**src/rtl/ovn_pkg.sv**
```systemverilog
`timescale 1ns / 1ps
`default_nettype none
package ovn_pkg;

  localparam int MAX_OCTAVES_DEF = 8;
  localparam int FRAC_BITS_DEF   = 16;

  localparam int COORD_W    = 32;
  localparam int PERS_W     = 18;
  localparam int FREQ_W     = 24;
  localparam int OCT_W      = 4;
  localparam int SEED_W     = 16;
  localparam int CFG_IDX_W  = 3;
  localparam int CFG_DATA_W = 24;
  localparam int HEIGHT_W   = 32;

  // scaled coordinate: magnitude times frequency
  localparam int PROD_W = COORD_W + FREQ_W;

  // amplitude, unsigned Q22.16 with a cap
  localparam int AMP_W = 38;
  localparam logic [AMP_W-1:0] AMP_ONE = AMP_W'(65536);
  localparam logic [AMP_W-1:0] AMP_CAP = {AMP_W{1'b1}};

  // corner sums are exact in units of 2^-34
  localparam int CW = 37;
  // octave value in Q3.24
  localparam int VW = CW - 10;

  localparam logic [31:0] HASH_MUL_Y = 32'd57;
  localparam logic [31:0] HASH_MUL_A = 32'd15731;
  localparam logic [31:0] HASH_ADD_A = 32'd789221;
  localparam logic [31:0] HASH_ADD_B = 32'd1376312589;
  localparam logic [31:0] HASH_MASK  = 32'h7fffffff;
  localparam logic [31:0] HASH_BIAS  = 32'h40000000;

  typedef enum logic [CFG_IDX_W-1:0] {
    REG_PERSISTENCE    = 3'd0,
    REG_BASE_FREQUENCY = 3'd1,
    REG_OCTAVE_COUNT   = 3'd2,
    REG_SEED_OFFSET    = 3'd3
  } cfg_reg_t;

  // per-octave tag that travels with each item through the pipeline
  typedef struct packed {
    logic live;   // octave contributes (clear for a zero octave count)
    logic first;  // first octave of its point
    logic last;   // last octave of its point
  } tag_t;

endpackage
`default_nettype wire

```
**src/rtl/ovn_accum.sv**
```systemverilog
`timescale 1ns / 1ps
`default_nettype none
module ovn_accum (
  input  wire logic                           clk,
  input  wire logic                           rst_n,
  input  wire logic                           en,
  input  wire logic                           res_valid,
  input  wire ovn_pkg::tag_t                  res_tag,
  input  wire logic signed [63:0]             res_contrib,
  output logic                                out_valid,
  input  wire logic                           out_stall,
  output logic [ovn_pkg::HEIGHT_W-1:0]        height
);
  import ovn_pkg::*;

  localparam logic signed [63:0] SAT_MAX = 64'sh000000007fffffff;
  localparam logic signed [63:0] SAT_MIN = -64'sh0000000080000000;

  logic signed [63:0] acc_r, acc_nxt;
  logic               out_valid_r;
  logic [HEIGHT_W-1:0] height_r, height_nxt;

  assign acc_nxt = (res_tag.first ? 64'sd0 : acc_r) + (res_tag.live ? res_contrib : 64'sd0);

  always_comb begin
    if (acc_nxt > SAT_MAX) begin
      height_nxt = HEIGHT_W'(SAT_MAX);
    end else if (acc_nxt < SAT_MIN) begin
      height_nxt = HEIGHT_W'(SAT_MIN);
    end else begin
      height_nxt = HEIGHT_W'(acc_nxt);
    end
  end

  always_ff @(posedge clk) begin
    if (!rst_n) begin
      out_valid_r <= 1'b0;
    end else if (en && res_valid && res_tag.last) begin
      out_valid_r <= 1'b1;
    end else if (out_valid_r && !out_stall) begin
      out_valid_r <= 1'b0;
    end
  end

  always_ff @(posedge clk) begin
    if (en && res_valid) begin
      acc_r <= acc_nxt;
      if (res_tag.last) begin
        height_r <= height_nxt;
      end
    end
  end

  assign out_valid = out_valid_r;
  assign height    = height_r;

endmodule
`default_nettype wire

```
**config.mk**
```make
export PLATFORM = sky130hd
export DESIGN_NAME = ovn_accum
export DESIGN_NICKNAME = d
export VERILOG_FILES = /design/src/rtl/ovn_pkg.sv /design/src/rtl/ovn_accum.sv
export SDC_FILE = /design/constraint.sdc
export NUM_CORES = 1
export LEC_CHECK = 0
export BUFFER_PORTS_ARGS = -buffer_cell sky130_fd_sc_hd__buf_4
export CAP_MARGIN = 25
export CORE_MARGIN = 5
export CORE_UTILIZATION = 55
export CTS_BUF_LIST = sky130_fd_sc_hd__clkbuf_16
export CTS_CLUSTER_DIAMETER = 100
export DETAILED_ROUTE_END_ITERATION = 10
export PLACE_DENSITY = 0.72
export SYNTH_ARGS = -nofsm -noshare
export SYNTH_HDL_FRONTEND = slang
export SYNTH_SLANG_ARGS = --single-unit
```
**constraint.sdc**
```tcl
create_clock -name clk -period 5.3 [get_ports clk]
set_clock_uncertainty 0.05 [all_clocks]
set_input_delay 0.265 -clock clk [delete_from_list [all_inputs] [get_ports clk]]
set_output_delay 0.265 -clock clk [all_outputs]
set_load 0.01 [all_outputs]
```
==> results of run 1 <==
==> kinds of logic after synthesis <==
logic type      count (synthesis)  share of synthesized area
flops                          97                      0.301
simple gates                  508                      0.281
mux                             3                    0.00312
compound gates                321                      0.254
buf+inv                        83                     0.0421
xor+xnor                       38                     0.0345
fa+ha+maj                      64                     0.0839
==> Yosys cell counts (16+ instances only) <==
cell type                  number
sky130_fd_sc_hd__edfxtp_1      96
sky130_fd_sc_hd__buf_2         24
sky130_fd_sc_hd__nor2_1        68
sky130_fd_sc_hd__nand3_1       20
sky130_fd_sc_hd__nand4_1       29
sky130_fd_sc_hd__clkbuf_1      32
sky130_fd_sc_hd__nor2b_1       68
sky130_fd_sc_hd__o21ai_0       42
sky130_fd_sc_hd__and2_1        75
sky130_fd_sc_hd__o211ai_2      29
sky130_fd_sc_hd__a21o_1        34
sky130_fd_sc_hd__nand2_1      149
sky130_fd_sc_hd__inv_1         17
sky130_fd_sc_hd__ha_1          63
sky130_fd_sc_hd__xnor2_1       25
sky130_fd_sc_hd__o21a_1        16
sky130_fd_sc_hd__nor3_1        26
sky130_fd_sc_hd__a21oi_1       72
==> worst max-delay path: stages (launching register included) <==
cell and delay, ns:
sky130_fd_sc_hd__edfxtp_1 0.35, sky130_fd_sc_hd__nor2b_1 0.14, sky130_fd_sc_hd__ha_1 0.40, sky130_fd_sc_hd__a21oi_1 0.29, sky130_fd_sc_hd__o211ai_1 0.14, sky130_fd_sc_hd__a21boi_0 0.44
sky130_fd_sc_hd__nor2_1 0.28, sky130_fd_sc_hd__nor3b_4 0.44, sky130_fd_sc_hd__a211oi_1 0.13, sky130_fd_sc_hd__a211oi_1 0.72, sky130_fd_sc_hd__nand4_1 0.18, sky130_fd_sc_hd__nor3_1 0.38
sky130_fd_sc_hd__nand2_2 0.08, sky130_fd_sc_hd__buf_4 0.28, sky130_fd_sc_hd__o211ai_1 0.23
==> power by group <==
part | total, W | switching, W | leakage, nW | internal, W
combinational | 0.000758 | 0.000465 | 3.34 | 0.000292
sequential | 0.000927 | 0.00000981 | 0.905 | 0.000917
clock | 0.000663 | 0.000336 | 0.137 | 0.000328
total | 0.00235 | 0.000811 | 4.38 | 0.00154
==> layer usage <==
layer / vias to the layer above / track usage / part of all wire
li1: 4292 / - / -
met1: 4257 / 0.401 / 0.45
met2: 378 / 0.438 / 0.45
met3: 54 / 0.0440 / 0.078
met4: 0 / 0.0870 / 0.027
met5: - / 0 / 0
==> state kept, by name (all words and copies together) (netlist names) <==
name,count
acc_r,64
height,32
out_valid,1
==> cells in the final DEF (no fill, tap or decap), types with 6 or more instances in the layout <==
cell	count
sky130_fd_sc_hd__nand2_1	149
sky130_fd_sc_hd__buf_4	123
sky130_fd_sc_hd__edfxtp_1	96
sky130_fd_sc_hd__and2_1	74
sky130_fd_sc_hd__a21oi_1	72
sky130_fd_sc_hd__nor2b_1	68
sky130_fd_sc_hd__nor2_1	68
sky130_fd_sc_hd__ha_1	63
sky130_fd_sc_hd__o21ai_0	42
sky130_fd_sc_hd__a21o_1	34
sky130_fd_sc_hd__nand4_1	29
sky130_fd_sc_hd__o211ai_2	29
sky130_fd_sc_hd__nor3_1	26
sky130_fd_sc_hd__xnor2_1	24
sky130_fd_sc_hd__nand3_1	20
sky130_fd_sc_hd__inv_1	17
sky130_fd_sc_hd__o21a_1	16
sky130_fd_sc_hd__and3_1	15
sky130_fd_sc_hd__o21ai_1	13
sky130_fd_sc_hd__xor2_1	13
sky130_fd_sc_hd__a211oi_1	12
sky130_fd_sc_hd__o211ai_1	9
sky130_fd_sc_hd__and4_1	9
sky130_fd_sc_hd__nor4_1	9
sky130_fd_sc_hd__clkbuf_16	9
sky130_fd_sc_hd__a31oi_1	8
sky130_fd_sc_hd__a21oi_2	7
sky130_fd_sc_hd__or3_1	7
sky130_fd_sc_hd__a311oi_1	6
==> cell type report <==
cell class                 count  share of cell area
tap                          225              0.0260
clock buffer                   9              0.0208
timing repair buffer         125              0.0889
sequential                    97               0.268
clock inverter                 7             0.00554
multi-input combinational    934               0.585
inverter                      17             0.00589
==> through the flow <==
| stage | utilization | cells |
|---|---|---|
| floorplan | - | 1114 |
| detailed placement | 0.612 | 1398 |
| CTS | 0.629 | 1414 |
| finish | 0.629 | 1414 |
| global route | 0.629 | 1414 |
| global placement | 0.612 | 1398 |
==> worst paths after layout <==
kind / startpoint / endpoint / slack, ns / depth (start not counted)
hold / removal: rst_n / out_valid / 0.06 / 2
hold reg to reg: out_valid / out_valid / 0.53 / 2
setup reg to reg: acc_r[14] / height[0] / 0.59 / 14
setup / recovery: acc_r[14] / height[0] / 0.59 / 14
==> impl_metrics.csv, run 1 <==
group,metric,value,unit
drt,total_wire_length,28600,um
synth,yosys.area.top_type_share,0.299,
drt,antenna_violating_nets_post_route,0,
drt,number_of_design_rule_violations_left_by_the_first_detailed_router_iteration,927,
cts,numClockSinks,97,
timing,finalHoldWorstSlack,0.0628,ns
worst_setup_path,critical_path_class,"flop to flop",
drt,detailroute.via_count,8981,
worst_setup_path,endpoint_kind,"flop",
synth,syn-instance-count,1114,
synth,dominantRegCellSynth,"sky130_fd_sc_hd__edfxtp_1",
power,cellPowerDensity,217,nW/um2
synth,postSynth.asyncResetShare,0,
synth,synth.area.top_cells,"sky130_fd_sc_hd__edfxtp_1 (30%), sky130_fd_sc_hd__ha_1 (8.2%), sky130_fd_sc_hd__nand2_1 (5.8%)",
floorplan,core_area,17200,um2
grt,initial_antenna_violation_count,0,
synth,syn_area,9640,um2
drt,via_per_inst,6.35,
timing,layout_worst_path_cycle_share,0.889,
cts,clock_insertion_delay_worst_skew,0.36,ns
synth,sequential_cell_area_fraction_in_the_yosys_report,0.301,
drt,first_pass_iters,5,
grt,global_routing_usage_summed_across_all_routing_layers,0.280,
cts,cts.repair.resized,0,
floorplan,die-width,142,um
drt,drc,0,
cts,tritoncts.num_buffers,9,
power,vdd_drop_max,0.150,mV
placement,gp_congestion,1.02,
synth,synthesis_warning_total,0,
worst_setup_path,critPathMaxFanout,30,
grt,grt_pass1_vias,8476,
placement,port_buffers,104,
cts,ctsLongestPathBuffers,2,
floorplan,floorplan.rows,48,
worst_setup_path,timing.critical_path.arrival,4.86,ns
power,report.power.total,0.00235,W
timing,finalWorstPathRequiredPeriod,4.71,ns
timing,slew-limit-headroom,0.400,
timing,rsz0062_at_grt,"false",
timing,setup_ws,0.590,ns
floorplan,fp.dieH,142,um
cts,postCtsSetupBuffers,0,
synth,synth-seq-cells,97,
grt,grt_pass1_wl,45300,um
worst_setup_path,cp_data_required_time,5.45,ns
floorplan,die_area,20300,um2
drt,drt-wirelength-per-cell,20.3,um
synth,synth_area_leader_cell,"sky130_fd_sc_hd__edfxtp_1",
finish,final_nets,1320,
run,max_cap_violations,0,
cts,postCtsHoldBufs,0,
grt,grt_start_max_net_pins,65,
finish,sequential_standard_cell_area,2900,um2
synth,synth_enable_flop_cells,96,
outcome,status,"completed",
floorplan,initial_core_util,0.559,
timing,endpoints_failing_setup,0,
placement,postPlaceCellArea,10600,um2
cts,cts.clk_slew.worst_paths,0.08,ns
min_path,min_path_type,"input pin to flop",
finish,multi_input_comb_area,6340,um2
floorplan,top_level_ports,105,
worst_setup_path,cp-start-kind,"flop",
finish,area.growth.synth_to_final,12.4,%
timing,setup_tns,0,ns
placement,place_worst_setup_slack,0.380,ns
timing,finalHoldViolCount,0,
synth,postSynthAreaPerCell,8.65,um2
cts,library_cell_used_as_clock_root_buffer,"sky130_fd_sc_hd__clkbuf_16",
finish,drive_above_1_share,0.184,
power,power_leakage,4.38,nW
grt,gr-total-overflow,0,
cts,tritoncts,"yes",
timing,slew_violations,0,
cts,htree_num_levels,3,
timing,max_freq,0.212,GHz
finish,nFillCells,1543,
synth,synth.lib_cells_used.distinct,95,
timing,transition_time_at_the_pin_with_the_least_slew_margin,0.894,ns
placement,dpl.hpwl,22400,um
synth,synth_fp_nets,1250,
finish,design_area,10800,um2
finish,diodes,0,
Note: power is estimated with default switching activity, not from simulation.
==> run 2, diff against run 1 <==
CTS_CLUSTER_SIZE = 16   (was unset)
PLACE_DENSITY = 0.75   (was 0.72)
clock period = 4.1 ns   (was 5.3 ns; I/O delays follow)
==> run 2 against run 1 <==
Net effect:
- the flow now finishes with violations (setup timing)
- wire length increased by 21%
- setup slack got worse by 0.67 ns
- critical path depth is 2 higher
- cell area rose by 25%
- combinational power is 81% higher
- sequential power rose by 29%
- via count is 16% higher
- first-iteration DRC count shrank 1.7%
- non-clock buffer count grew 281
- sequential cell count unchanged
- critical path type unchanged
- critical endpoint is now height[26]
- total power is 47% higher
- core utilization grew 15 points
==> impl_metrics.csv, run 2 (synthesized netlist as in run 1, its figures left out) <==
group,metric,value,unit
finish,final_nets,1601,
drt,number_of_design_rule_violations_left_by_the_first_detailed_router_iteration,911,
grt,grt_start_max_net_pins,35,
timing,layout_worst_path_cycle_share,1.02,
cts,ctsLongestPathBuffers,2,
worst_setup_path,worst-r2r-setup-slack,-0.08,ns
floorplan,top_level_ports,105,
finish,nFillCells,1160,
timing,finalWorstPathRequiredPeriod,4.18,ns
timing,finalHoldWorstSlack,0.116,ns
floorplan,initial_core_util,0.559,
drt,drc,0,
timing,transition_time_at_the_pin_with_the_least_slew_margin,0.790,ns
placement,postPlaceCellArea,12500,um2
power,p_clk_frac,0.256,
cts,tritoncts.num_buffers,9,
finish,design_area,13500,um2
placement,gp_congestion,1.01,
timing,setup_ws,-0.0811,ns
grt,grt_pass1_vias,10148,
grt,initial_antenna_violation_count,0,
floorplan,die_area,20300,um2
grt,grt_pass1_wl,53400,um
min_path,min_path_type,"input pin to flop",
floorplan,die-width,142,um
power,switching_share,0.349,
drt,antenna_violating_nets_post_route,0,
power,power_leakage,5.88,nW
cts,cts.clk_slew.worst_paths,0.08,ns
worst_setup_path,timing.critical_path.arrival,4.24,ns
timing,slew_violations,0,
floorplan,floorplan.rows,48,
outcome,status,"finished, violations left",
finish,finalNonFillerCells,1695,
floorplan,core_area,17200,um2
finish,largest_register_ffs,64,
floorplan,fp.dieH,142,um
grt,gr-total-overflow,0,
power,net_load_switching_power,0.00120,W
drt,detailroute.via_count,10397,
worst_setup_path,endpoint_kind,"flop",
drt,drt-wirelength-per-cell,20.4,um
power,cellPowerDensity,256,nW/um2
placement,dpl.cell_count,1653,
worst_setup_path,critPathMaxFanout,7,
timing,finalHoldViolCount,0,
finish,top_register,"acc_r",
run,max_cap_violations,0,
power,internal-power,0.00225,W
cts,tritoncts,"yes",
finish,area.growth.synth_to_final,40.1,%
drt,first_pass_iters,5,
finish,diodes,0,
power,flop_pwr_share,0.348,
timing,rsz0062_at_grt,"true",
drt,total_wire_length,34600,um
cts,numClockSinks,97,
finish,mostFrequentLayoutCells,"sky130_fd_sc_hd__buf_4 (389), sky130_fd_sc_hd__nand2_1 (147), sky130_fd_sc_hd__edfxtp_1 (96)",
cts,htree_num_levels,3,
finish,final_common_cell,"sky130_fd_sc_hd__buf_4",
placement,port_buffers,104,
timing,setup_tns,-1.51,ns
worst_setup_path,cp_data_required_time,4.16,ns
cts,library_cell_used_as_clock_root_buffer,"sky130_fd_sc_hd__clkbuf_16",
cts,clock_insertion_delay_worst_skew,0.36,ns
timing,slew-limit-headroom,0.473,
timing,max_freq,0.239,GHz
power,vdd_drop_max,0.219,mV
power,comb_power_share,0.396,
timing,endpoints_failing_setup,31,
worst_setup_path,critical_path_class,"flop to flop",
finish,drive_above_1_share,0.383,
placement,dpl.hpwl,26500,um
drt,via_per_inst,6.13,
outcome,violations,"setup timing",
grt,global_routing_usage_summed_across_all_routing_layers,0.332,
worst_setup_path,cp-start-kind,"flop",
[run 2: area by class of cell]
cell class                 count  area (um2)  area share
multi-input combinational    934        6750       0.499
sequential                    97        2900       0.215
inverter                      17        63.8     0.00472
clock inverter                 7        61.3     0.00454
tap                          225         282      0.0208
clock buffer                   9         225      0.0167
timing repair buffer         406        3230       0.239
[run 2: final timing paths]
| check | depth (start not counted) | to | startpoint |
|---|---|---|---|
| setup / recovery | 16 | height[26] | acc_r[16] |
| hold / removal | 3 | out_valid | out_stall |
| setup reg to reg | 16 | height[26] | acc_r[16] |
| hold reg to reg | 2 | out_valid | out_valid |
[run 2: what timing repair did]
item                       CTS  global route
buffers inserted             8            14
hold endpoints to repair     1             0
cloned                       2             1
setup endpoints to repair   31            31
gates resized for setup     35            68
pin swaps                    8            39
hold buffers                 1             0
[run 2: through the flow]
stage               worst slack (ns)  total power (W)  utilization
CTS                          -0.0424          0.00335        0.758
global route                  -0.207          0.00358        0.784
detailed placement            -0.785          0.00244        0.728
global placement              -0.815          0.00241        0.728
floorplan                     0.0401          0.00190            -
finish                       -0.0811          0.00345        0.784
[run 2: power by group through the flow]
stage               Combinational (W)  Clock (W)  Sequential (W)
floorplan                    0.000677          0         0.00123
detailed placement            0.00122          0         0.00122
global route                  0.00146   0.000916         0.00121
finish                        0.00137   0.000884         0.00120
global placement              0.00119          0         0.00122
CTS                           0.00128   0.000873         0.00120
[run 2: metal layers]
| metal | GRT usage | up-vias | part of all wire |
|---|---|---|---|
| met5 | 0 | - | 0 |
| met4 | 0.104 | 0 | 0.030 |
| met3 | 0.0457 | 83 | 0.080 |
| met2 | 0.544 | 519 | 0.47 |
| met1 | 0.459 | 4944 | 0.42 |
| li1 | - | 4851 | - |
[run 2: worst max-delay path, stage by stage, from the launching register on]
cell	delay, ns
sky130_fd_sc_hd__edfxtp_1	0.36
sky130_fd_sc_hd__nor2b_1	0.14
sky130_fd_sc_hd__ha_1	0.32
sky130_fd_sc_hd__a21oi_1	0.27
sky130_fd_sc_hd__o211ai_1	0.14
sky130_fd_sc_hd__a21boi_1	0.39
sky130_fd_sc_hd__nor2_1	0.21
sky130_fd_sc_hd__nor3b_4	0.26
sky130_fd_sc_hd__buf_4	0.15
sky130_fd_sc_hd__nor2_2	0.03
sky130_fd_sc_hd__o31a_1	0.30
sky130_fd_sc_hd__nor4_2	0.35
sky130_fd_sc_hd__nand3_2	0.14
sky130_fd_sc_hd__o41ai_4	0.31
sky130_fd_sc_hd__buf_6	0.22
sky130_fd_sc_hd__clkbuf_16	0.19
sky130_fd_sc_hd__o211ai_2	0.08
